`config.mk`:
```
export PLATFORM = sky130hd
export DESIGN_NAME = header_length_checksum_frame_parser
export DESIGN_NICKNAME = d
export VERILOG_FILES = /design/src/hdl/hlcfp_pkg.sv /design/src/hdl/header_length_checksum_frame_parser.sv /design/src/hdl/hlcfp_ram.sv /design/src/hdl/hlcfp_front.sv /design/src/hdl/hlcfp_back.sv
export SDC_FILE = /design/constraint.sdc
export NUM_CORES = 1
export LEC_CHECK = 0
export BUFFER_PORTS_ARGS = -buffer_cell sky130_fd_sc_hd__buf_2
export CELL_PAD_IN_SITES_DETAIL_PLACEMENT = 2
export CELL_PAD_IN_SITES_GLOBAL_PLACEMENT = 2
export CORE_MARGIN = 2
export CORE_UTILIZATION = 40
export CTS_CLUSTER_SIZE = 20
export DETAILED_ROUTE_END_ITERATION = 16
export PLACE_DENSITY = 0.72
export SYNTH_ARGS = -nofsm -noshare
export SYNTH_HDL_FRONTEND = slang
export SYNTH_SLANG_ARGS = --single-unit
```
`constraint.sdc`:
```
create_clock -name clk -period 4.9 [get_ports clk]
set_input_delay 0.245 -clock clk [delete_from_list [all_inputs] [get_ports clk]]
set_output_delay 0.245 -clock clk [all_outputs]
set_load 0.01 [all_outputs]
```
`src/hdl/hlcfp_pkg.sv`:
```
// Shared types and constants for the header/length/checksum frame parser.
package hlcfp_pkg;

	localparam int STORE_DEPTH_DEF = 64;

	localparam int IN_TDATA_W  = 16;
	localparam int IN_TUSER_W  = 2;
	localparam int OUT_TDATA_W = 24;

	localparam logic [7:0] SYNC_FIRST  = 8'hFE;
	localparam logic [7:0] SYNC_SECOND = 8'hEF;

	localparam logic [1:0] ACT_BYTE    = 2'd0;
	localparam logic [1:0] ACT_READ    = 2'd1;
	localparam logic [1:0] ACT_RELEASE = 2'd2;

	typedef enum logic [1:0] {
		CMD_BYTE,
		CMD_READ,
		CMD_RELEASE,
		CMD_NOP
	} cmd_kind_t;

	typedef struct packed {
		cmd_kind_t  kind;
		logic [7:0] rx_byte;
		logic [5:0] read_index;
	} cmd_t;

	// lowest bit first: byte_accepted, frame_valid, checksum_error,
	// frame_length, read_data
	typedef struct packed {
		logic [7:0] read_data;
		logic [7:0] frame_length;
		logic       checksum_error;
		logic       frame_valid;
		logic       byte_accepted;
	} result_t;

endpackage

```
`src/hdl/header_length_checksum_frame_parser.sv`:
```
// Top level of the header/length/checksum frame parser.
//
// Use: requests enter on the s_axis channel, one per handshake. tuser carries
// the action (byte, read, release); tdata carries the received byte and the
// read index. Every request yields exactly one result on m_axis, in order.
// Once a request leaves the two-entry front queue: a refused byte, a release,
// an unused action or an out-of-range read goes straight to the result; a
// parsed byte is written to the store; a byte that completes a sync header
// rewrites slots 0..2; a read does a registered read of the frame store RAM;
// a byte that completes a frame starts the checksum walk, which reads the
// store one byte per cycle over slots 0..len + 3.
// The parse sequencer takes a new request only when it has finished the last
// one. The front queue keeps taking requests while the back end works or the
// result waits.
// Reset: state is cleared at once; a per-slot valid bit makes every slot read
// as zero until written, so there is no clearing pass and requests are taken
// right after reset. If m_axis stalls, the result is held, the back end stops
// before its next request, and s_axis backs up once the queue is full.
module header_length_checksum_frame_parser #(
	parameter int STORE_DEPTH = hlcfp_pkg::STORE_DEPTH_DEF
) (
	input  logic                               clk,
	input  logic                               arst_n,
	input  logic                               s_axis_tvalid,
	output logic                               s_axis_tready,
	// [7:0] rx_byte, [13:8] read_index, [15:14] zero
	input  logic [hlcfp_pkg::IN_TDATA_W-1:0]  s_axis_tdata,
	// [1:0] action
	input  logic [hlcfp_pkg::IN_TUSER_W-1:0]  s_axis_tuser,
	output logic                               m_axis_tvalid,
	input  logic                               m_axis_tready,
	// [0] byte_accepted, [1] frame_valid, [2] checksum_error,
	// [10:3] frame_length, [18:11] read_data, [23:19] zero
	output logic [hlcfp_pkg::OUT_TDATA_W-1:0] m_axis_tdata
);

	import hlcfp_pkg::*;

	// decoded requests between the front queue and the back end
	cmd_t q_item;
	logic q_valid;
	logic q_pop;

	// front: accept, decode the action, buffer up to two requests
	hlcfp_front u_front (
		.clk          (clk),
		.arst_n       (arst_n),
		.s_axis_tvalid(s_axis_tvalid),
		.s_axis_tready(s_axis_tready),
		.s_axis_tdata (s_axis_tdata),
		.s_axis_tuser (s_axis_tuser),
		.q_valid      (q_valid),
		.q_pop        (q_pop),
		.q_item       (q_item)
	);

	// back: store, sync/length tracking, checksum walk, result register
	hlcfp_back #(
		.STORE_DEPTH(STORE_DEPTH)
	) u_back (
		.clk          (clk),
		.arst_n       (arst_n),
		.q_valid      (q_valid),
		.q_item       (q_item),
		.q_pop        (q_pop),
		.m_axis_tvalid(m_axis_tvalid),
		.m_axis_tready(m_axis_tready),
		.m_axis_tdata (m_axis_tdata)
	);

endmodule

```
`src/hdl/hlcfp_ram.sv`:
```
// Generic simple dual-port RAM, one write port, one registered read port.
module hlcfp_ram #(
	parameter int WIDTH = 8,
	parameter int DEPTH = 64
) (
	input  logic                     clk,
	input  logic                     we,
	input  logic [$clog2(DEPTH)-1:0] waddr,
	input  logic [WIDTH-1:0]         wdata,
	input  logic                     re,
	input  logic [$clog2(DEPTH)-1:0] raddr,
	output logic [WIDTH-1:0]         rdata
);

	logic [WIDTH-1:0] mem_q [DEPTH];

	always_ff @(posedge clk) begin
		if (we) begin
			mem_q[waddr] <= wdata;
		end
		if (re) begin
			rdata <= mem_q[raddr];
		end
	end

endmodule

```
`src/hdl/hlcfp_front.sv`:
```
// Front end: accepts requests, classifies the action and queues them.
module hlcfp_front (
	input  logic                              clk,
	input  logic                              arst_n,
	input  logic                              s_axis_tvalid,
	output logic                              s_axis_tready,
	input  logic [hlcfp_pkg::IN_TDATA_W-1:0] s_axis_tdata,
	input  logic [hlcfp_pkg::IN_TUSER_W-1:0] s_axis_tuser,
	output logic                              q_valid,
	input  logic                              q_pop,
	output hlcfp_pkg::cmd_t                   q_item
);

	import hlcfp_pkg::*;

	localparam int QD = 2;

	cmd_t       slot_q [QD];
	logic       wr_ptr_q;
	logic       rd_ptr_q;
	logic [1:0] cnt_q;
	cmd_t       cmd_in;
	logic       push;
	logic       pop;

	always_comb begin
		cmd_in.rx_byte    = s_axis_tdata[7:0];
		cmd_in.read_index = s_axis_tdata[13:8];
		case (s_axis_tuser)
			ACT_BYTE:    cmd_in.kind = CMD_BYTE;
			ACT_READ:    cmd_in.kind = CMD_READ;
			ACT_RELEASE: cmd_in.kind = CMD_RELEASE;
			default:     cmd_in.kind = CMD_NOP;
		endcase
	end

	assign s_axis_tready = (cnt_q != 2'(QD));
	assign q_valid       = (cnt_q != 2'd0);
	assign q_item        = slot_q[rd_ptr_q];
	assign push          = s_axis_tvalid && s_axis_tready;
	assign pop           = q_pop && q_valid;

	always_ff @(posedge clk or negedge arst_n) begin
		if (!arst_n) begin
			wr_ptr_q <= 1'b0;
			rd_ptr_q <= 1'b0;
			cnt_q    <= 2'd0;
		end else begin
			if (push) begin
				wr_ptr_q <= ~wr_ptr_q;
			end
			if (pop) begin
				rd_ptr_q <= ~rd_ptr_q;
			end
			case ({push, pop})
				2'b10:   cnt_q <= cnt_q + 2'd1;
				2'b01:   cnt_q <= cnt_q - 2'd1;
				default: cnt_q <= cnt_q;
			endcase
		end
	end

	always_ff @(posedge clk) begin
		if (push) begin
			slot_q[wr_ptr_q] <= cmd_in;
		end
	end

endmodule

```
`src/hdl/hlcfp_back.sv`:
```
// Back end: frame store, parse sequencer, checksum walk and result register.
module hlcfp_back #(
	parameter int STORE_DEPTH = hlcfp_pkg::STORE_DEPTH_DEF
) (
	input  logic                               clk,
	input  logic                               arst_n,
	input  logic                               q_valid,
	input  hlcfp_pkg::cmd_t                    q_item,
	output logic                               q_pop,
	output logic                               m_axis_tvalid,
	input  logic                               m_axis_tready,
	output logic [hlcfp_pkg::OUT_TDATA_W-1:0] m_axis_tdata
);

	import hlcfp_pkg::*;

	localparam int AW = $clog2(STORE_DEPTH);
	localparam logic [AW-1:0] LAST_POS = AW'(STORE_DEPTH - 1);
	localparam logic [8:0]    DEPTH_9  = 9'(STORE_DEPTH);

	typedef enum logic [9:0] {
		ST_IDLE  = 10'b0000000001,
		ST_WR    = 10'b0000000010,
		ST_H0    = 10'b0000000100,
		ST_H1    = 10'b0000001000,
		ST_H2    = 10'b0000010000,
		ST_RD    = 10'b0000100000,
		ST_RDW   = 10'b0001000000,
		ST_WALK  = 10'b0010000000,
		ST_CHECK = 10'b0100000000,
		ST_FIN   = 10'b1000000000
	} state_t;

	state_t           state_q;
	cmd_t             cmd_q;
	logic [AW-1:0]    pos_q;
	logic             saw_q;
	logic             in_frame_q;
	logic             frame_ready_q;
	logic [7:0]       len_q;
	logic [STORE_DEPTH-1:0] vld_q;
	logic             rd_vld_s1;
	logic [AW-1:0]    k_q;
	logic [7:0]       sum_q;
	logic             acc_q;
	logic             err_q;
	logic [7:0]       rdata_q;
	logic             out_v_q;
	result_t          out_q;

	logic             we;
	logic [AW-1:0]    waddr;
	logic [7:0]       wdata;
	logic             re;
	logic [AW-1:0]    raddr;
	logic [7:0]       ram_rdata;
	logic [7:0]       rdval;
	logic [7:0]       len_new;
	logic             done_cond;
	logic             walk_last;
	logic             sync_pair;
	logic [AW-1:0]    pos_inc;
	logic [8:0]       ridx_cur;
	logic [8:0]       ridx_new;
	logic             out_free;

	hlcfp_ram #(
		.WIDTH(8),
		.DEPTH(STORE_DEPTH)
	) u_store (
		.clk  (clk),
		.we   (we),
		.waddr(waddr),
		.wdata(wdata),
		.re   (re),
		.raddr(raddr),
		.rdata(ram_rdata)
	);

	// never-written entries read as the cleared value
	assign rdval     = rd_vld_s1 ? ram_rdata : 8'd0;
	assign len_new   = (pos_q == AW'(2)) ? cmd_q.rx_byte : len_q;
	assign done_cond = in_frame_q && (9'(pos_q) > (9'(len_new) + 9'd2));
	assign walk_last = (9'(k_q) == (9'(len_q) + 9'd3));
	assign sync_pair = (cmd_q.rx_byte == SYNC_SECOND) && saw_q;
	assign pos_inc   = (pos_q == LAST_POS) ? '0 : pos_q + 1'b1;
	assign ridx_cur  = 9'(cmd_q.read_index);
	assign ridx_new  = 9'(q_item.read_index);
	assign out_free  = !out_v_q || m_axis_tready;
	assign q_pop     = (state_q == ST_IDLE) && q_valid && out_free;

	assign m_axis_tvalid = out_v_q;
	assign m_axis_tdata  = OUT_TDATA_W'(out_q);

	always_comb begin
		we    = 1'b0;
		waddr = pos_q;
		wdata = cmd_q.rx_byte;
		re    = 1'b0;
		raddr = k_q;
		case (state_q)
			ST_WR: begin
				we = 1'b1;
			end
			ST_H0: begin
				we    = 1'b1;
				waddr = AW'(0);
				wdata = SYNC_FIRST;
			end
			ST_H1: begin
				we    = 1'b1;
				waddr = AW'(1);
				wdata = SYNC_SECOND;
			end
			ST_H2: begin
				we    = 1'b1;
				waddr = AW'(2);
				wdata = 8'(STORE_DEPTH);
			end
			ST_RD: begin
				re    = 1'b1;
				raddr = ridx_cur[AW-1:0];
			end
			ST_WALK: begin
				re = 1'b1;
			end
			default: begin
				we = 1'b0;
			end
		endcase
	end

	always_ff @(posedge clk or negedge arst_n) begin
		if (!arst_n) begin
			state_q       <= ST_IDLE;
			pos_q         <= '0;
			saw_q         <= 1'b0;
			in_frame_q    <= 1'b0;
			frame_ready_q <= 1'b0;
			len_q         <= 8'd0;
			vld_q         <= '0;
			rd_vld_s1     <= 1'b0;
			out_v_q       <= 1'b0;
		end else begin
			// result register is always empty when a request finishes
			if (state_q == ST_FIN) begin
				out_v_q <= 1'b1;
			end else if (m_axis_tready) begin
				out_v_q <= 1'b0;
			end
			if (we) begin
				vld_q[waddr] <= 1'b1;
				if (waddr == AW'(2)) begin
					len_q <= wdata;
				end
			end
			if (re) begin
				rd_vld_s1 <= vld_q[raddr];
			end
			case (state_q)
				ST_IDLE: begin
					if (q_pop) begin
						case (q_item.kind)
							CMD_BYTE:    state_q <= frame_ready_q ? ST_FIN : ST_WR;
							CMD_READ:    state_q <= (ridx_new < DEPTH_9) ? ST_RD : ST_FIN;
							CMD_RELEASE: begin
								frame_ready_q <= 1'b0;
								state_q       <= ST_FIN;
							end
							default:     state_q <= ST_FIN;
						endcase
					end
				end
				ST_WR: begin
					if (sync_pair) begin
						// header restart: rewrite slots 0..2, resume at slot 2
						saw_q      <= 1'b0;
						in_frame_q <= 1'b1;
						pos_q      <= AW'(2);
						state_q    <= ST_H0;
					end else begin
						pos_q <= pos_inc;
						saw_q <= !done_cond && (cmd_q.rx_byte == SYNC_FIRST);
						if (done_cond) begin
							in_frame_q <= 1'b0;
							state_q    <= ST_WALK;
						end else begin
							state_q <= ST_FIN;
						end
					end
				end
				ST_H0:    state_q <= ST_H1;
				ST_H1:    state_q <= ST_H2;
				ST_H2:    state_q <= ST_FIN;
				ST_RD:    state_q <= ST_RDW;
				ST_RDW:   state_q <= ST_FIN;
				ST_WALK: begin
					if (walk_last) begin
						state_q <= ST_CHECK;
					end
				end
				ST_CHECK: begin
					if (sum_q == rdval) begin
						frame_ready_q <= 1'b1;
					end
					state_q <= ST_FIN;
				end
				ST_FIN: begin
					state_q <= ST_IDLE;
				end
				default:  state_q <= ST_IDLE;
			endcase
		end
	end

	// item payload and walk datapath
	always_ff @(posedge clk) begin
		case (state_q)
			ST_IDLE: begin
				if (q_pop) begin
					cmd_q   <= q_item;
					acc_q   <= 1'b0;
					err_q   <= 1'b0;
					rdata_q <= 8'd0;
				end
			end
			ST_WR: begin
				acc_q <= 1'b1;
				k_q   <= '0;
				sum_q <= 8'd0;
			end
			ST_RDW: begin
				rdata_q <= rdval;
			end
			ST_WALK: begin
				// the registered read returns the data of the previous address
				if (k_q != '0) begin
					sum_q <= sum_q + rdval;
				end
				k_q <= k_q + 1'b1;
			end
			ST_CHECK: begin
				err_q <= (sum_q != rdval);
			end
			ST_FIN: begin
				out_q.byte_accepted  <= acc_q;
				out_q.frame_valid    <= frame_ready_q;
				out_q.checksum_error <= err_q;
				out_q.frame_length   <= len_q;
				out_q.read_data      <= rdata_q;
			end
			default: begin
				k_q <= k_q;
			end
		endcase
	end

	a_ready_not_in_frame: assert property (@(posedge clk) disable iff (!arst_n)
		!(in_frame_q && frame_ready_q))
		else $error("frame ready while a frame is still being parsed");

	a_pos_in_store: assert property (@(posedge clk) disable iff (!arst_n)
		9'(pos_q) < DEPTH_9)
		else $error("write position beyond store");

	a_fin_into_empty: assert property (@(posedge clk) disable iff (!arst_n)
		(state_q == ST_FIN) |-> !out_v_q)
		else $error("result register overwritten");

	a_err_consistent: assert property (@(posedge clk) disable iff (!arst_n)
		(out_v_q && out_q.checksum_error) |-> (out_q.byte_accepted && !out_q.frame_valid))
		else $error("checksum error on a refused byte or a valid frame");

endmodule
```
==> results.json <==
{
  "status": "completed",
  "placed_area_um2": 30800,
  "antenna_found_initial": 2,
  "synth_edf_count": 609,
  "diodes": 0,
  "timing.hold.ws_ns": 0.295,
  "synth_seq_cells": 706,
  "wire_per_inst_um": 28.5,
  "fp-row-count": 98,
  "final_max_slew_viol_count": 0,
  "io_pins": 48,
  "clockRootBuffer": "clkbuf_16",
  "end_kind": "register",
  "nets": 2355,
  "totalWireLength_mm": 94.9,
  "clkLatencyLatePin_ns": 0.65,
  "rsz0062_at_grt": "no",
  "yosysWarningCount": 0,
  "critPathKind": "reg -> reg",
  "place_ws_ns": 0.674,
  "path_cells": "or4_1 > o31ai_2 > nand2_4 > buf_12 > a211oi_1 > a31oi_1 > a311oi_1 > a31oi_1 > a31o_1",
  "grt_max_degree": 93,
  "cts_tree": "done",
  "synth_cell_types": 71,
  "max_stage_delay_ns": 0.72,
  "syn_area_um2": 29000,
  "yosysSeqAreaShare_pct": 71.5,
  "relSlewSlack_pct": 13.0,
  "finish.instance_area_um2": 33600,
  "maxCapViolations": 0,
  "setup-tns-final_ns": 0,
  "fin_crit_sh_pct": 89.6,
  "skew_ns": 0.0341,
  "slowest_stage": "o31ai_2",
  "hpwl_mm": 60.7,
  "die_area_um2": 74600,
  "peakVddDrop_mv": 0.348,
  "fp.coreArea_um2": 71600,
  "setup_ws_ns": 0.509,
  "cp_common_cell": "a31oi_1",
  "required_ns": 5.42,
  "leakage_uw": 0.0122,
  "ys.flop_type": "edfxtp_1",
  "worstMarginPinSlew_ns": 1.31,
  "hold_violations": 0,
  "drtIter0Drc": 1609,
  "dieHeight_um": 273,
  "cp_num_buf_inv": 1,
  "htreeDepth": 3,
  "ant_nets": 0,
  "dp_cells": 3164,
  "overflow": 0,
  "fin_crit_ns": 4.39,
  "clock_sinks": 706,
  "cp_data_arrival_time_ns": 4.91,
  "avgSynthCellArea_um2": 13.3,
  "path_delay_family": "compound AO/OA/AOI/OAI gates",
  "drcViolationCount": 0,
  "numCtsBuffers": 77,
  "clk_path_buf_depth": 3,
  "grt_pass1_vias": 20900,
  "fmax_mhz": 228,
  "layout_common_cells": "609 x edfxtp_1, 460 x nand2_1, 140 x nand3_1",
  "fill_cells": 6938,
  "vias_per_cell": 5.75,
  "synthCells": 2176,
  "hold_class": "in -> async",
  "start_kind": "register",
  "portBuffers": 40,
  "setup_viol": 0,
  "r2r_slack_ns": 0.51,
  "via_count": 19100,
  "area_growth_pct": 16.0,
  "die_w_um": 273,
  "async_flop_share_pct": 13.7,
  "fin_cells": 3325,
  "power_per_cell_area_nw_per_um2": 533,
  "gp_congestion": 0.828,
  "final_common_cell": "edfxtp_1",
  "path_clk_slew_ns": 0.06,
  "grt_use_total_pct": 25.6,
  "drive_gt1_share_pct": 15.3,
  "initial_core_util_pct": 40.4,
  "cp_max_fo": 39,
  "drt_pre_antenna_iters": 7,
  "grt_pass1_wl_mm": 140,
  "ctsResizeCount": 0
}
==> path summary, 6_finish.rpt <==
path | startpoint | endpoint | cells after the start
worst min-delay path | arst_n | u_back.len_q[2]$_DFFE_PN0P_ | 2
min in group clk | s_axis_tdata[7] | u_front.slot_q[0][13]$_DFFE_PP_ | 2
worst max register to register | u_back.state_q[8]$_DFFE_PN0P_ | u_back.rd_vld_s1$_DFFE_PN0P_ | 9
max in group asynchronous | arst_n | u_back.vld_q[30]$_DFFE_PN0N_ | 3
worst max-delay path | u_back.state_q[8]$_DFFE_PN0P_ | u_back.rd_vld_s1$_DFFE_PN0P_ | 9
worst min register to register | u_back.rdata_q[6]$_SDFFCE_PN0P_ | u_back.m_axis_tdata[17]$_DFFE_PP_ | 0
==> power by group <==
group | switching [uW] | total (uW) | internal (uW)
logic | 2860 | 3920 | 1060
registers | 396 | 8030 | 7640
clock network | 2470 | 5930 | 3460
total | 5730 | 17900 | 12200
==> worst register-to-register path, cell delays in order, from the launching register on <==
cell and delay, ns:
dfrtp_1 0.44, or4_1 0.70, o31ai_2 0.72, nand2_4 0.52, buf_12 0.34, a211oi_1 0.30
a31oi_1 0.14, a311oi_1 0.69, a31oi_1 0.21, a31o_1 0.23
==> flip-flops by register name, indices dropped and copies added, names as in the netlist, 2 cells and up <==
register,count
u_back.rdata_q,8
u_back.state_q,10
u_back.cmd_q,14
u_back.k_q,6
u_back.vld_q,64
u_back.len_q,8
u_front.cnt_q,2
u_back.u_store.mem_q,512
u_front.slot_q,32
u_back.u_store.rdata,8
u_back.m_axis_tdata,19
u_back.sum_q,8
u_back.pos_q,6
==> stage by stage <==
stage	utilization [%]	total power, uW
final	46.9	17900
after global routing	46.9	18500
after CTS	46.9	18000
after detailed placement	43.0	12000
after global placement	43.0	11700
after floorplan	-	10100
==> per-layer routing <==
layer	track usage [%]	part of all wire (%)	wire, um
met1	33.9	43	40600
met2	43.8	50	47000
met4	7.78	2.8	2660
met3	3.69	4.9	4610
met5	0	0.014	13
==> cells by family after synthesis <==
group / share of synthesized area (%)
muxes: 3.66
other: 0.0130
DFF: 71.5
AOI/OAI and AO/OA: 5.62
adders and majority gates: 0.933
and+or+nand+nor: 15.2
xor gates and xnor gates: 0.847
buffers and inverters: 2.18
==> cell type report <==
cell class,instances,area (um^2),area share (%)
clock inverter,30,394,1.17
tap,950,1190,3.54
inverter,30,113,0.335
clock buffer,112,2160,6.43
multi-input combinational,1327,7700,22.9
timing repair buffer,170,1310,3.91
sequential,706,20700,61.7
==> Yosys cell counts (7+ instances only) <==
cell,count,area share (%)
a211oi_1,9,0.23
a21o_1,11,0.29
a21oi_1,19,0.33
a222oi_1,7,0.24
a311oi_1,19,0.57
a31oi_1,47,1.0
a32oi_1,37,1.1
and3_1,33,0.71
buf_1,11,0.14
buf_2,34,0.59
buf_4,8,0.21
clkbuf_1,63,0.82
dfrtp_1,96,8.3
edfxtp_1,609,63
ha_1,20,0.86
inv_1,28,0.36
mux2_2,22,0.86
mux2i_1,79,2.7
nand2_1,462,6.0
nand2b_1,9,0.19
nand3_1,140,2.4
nand3b_1,8,0.21
nand4_1,48,1.0
nand4b_1,10,0.30
nor2_1,107,1.4
nor2_2,18,0.39
nor2b_1,7,0.15
nor3_1,12,0.21
nor4_1,8,0.17
o21ai_0,25,0.43
or2_1,32,0.69
or2_2,34,0.73
xnor2_1,20,0.60
xor2_1,8,0.24
==> what timing repair did <==
action | in CTS | in global routing
setup buffers | 0 | 0
hold buffers | 19 | 0
endpoints found under the hold margin | 93 | 0
Power figures use the tool's default switching activity.
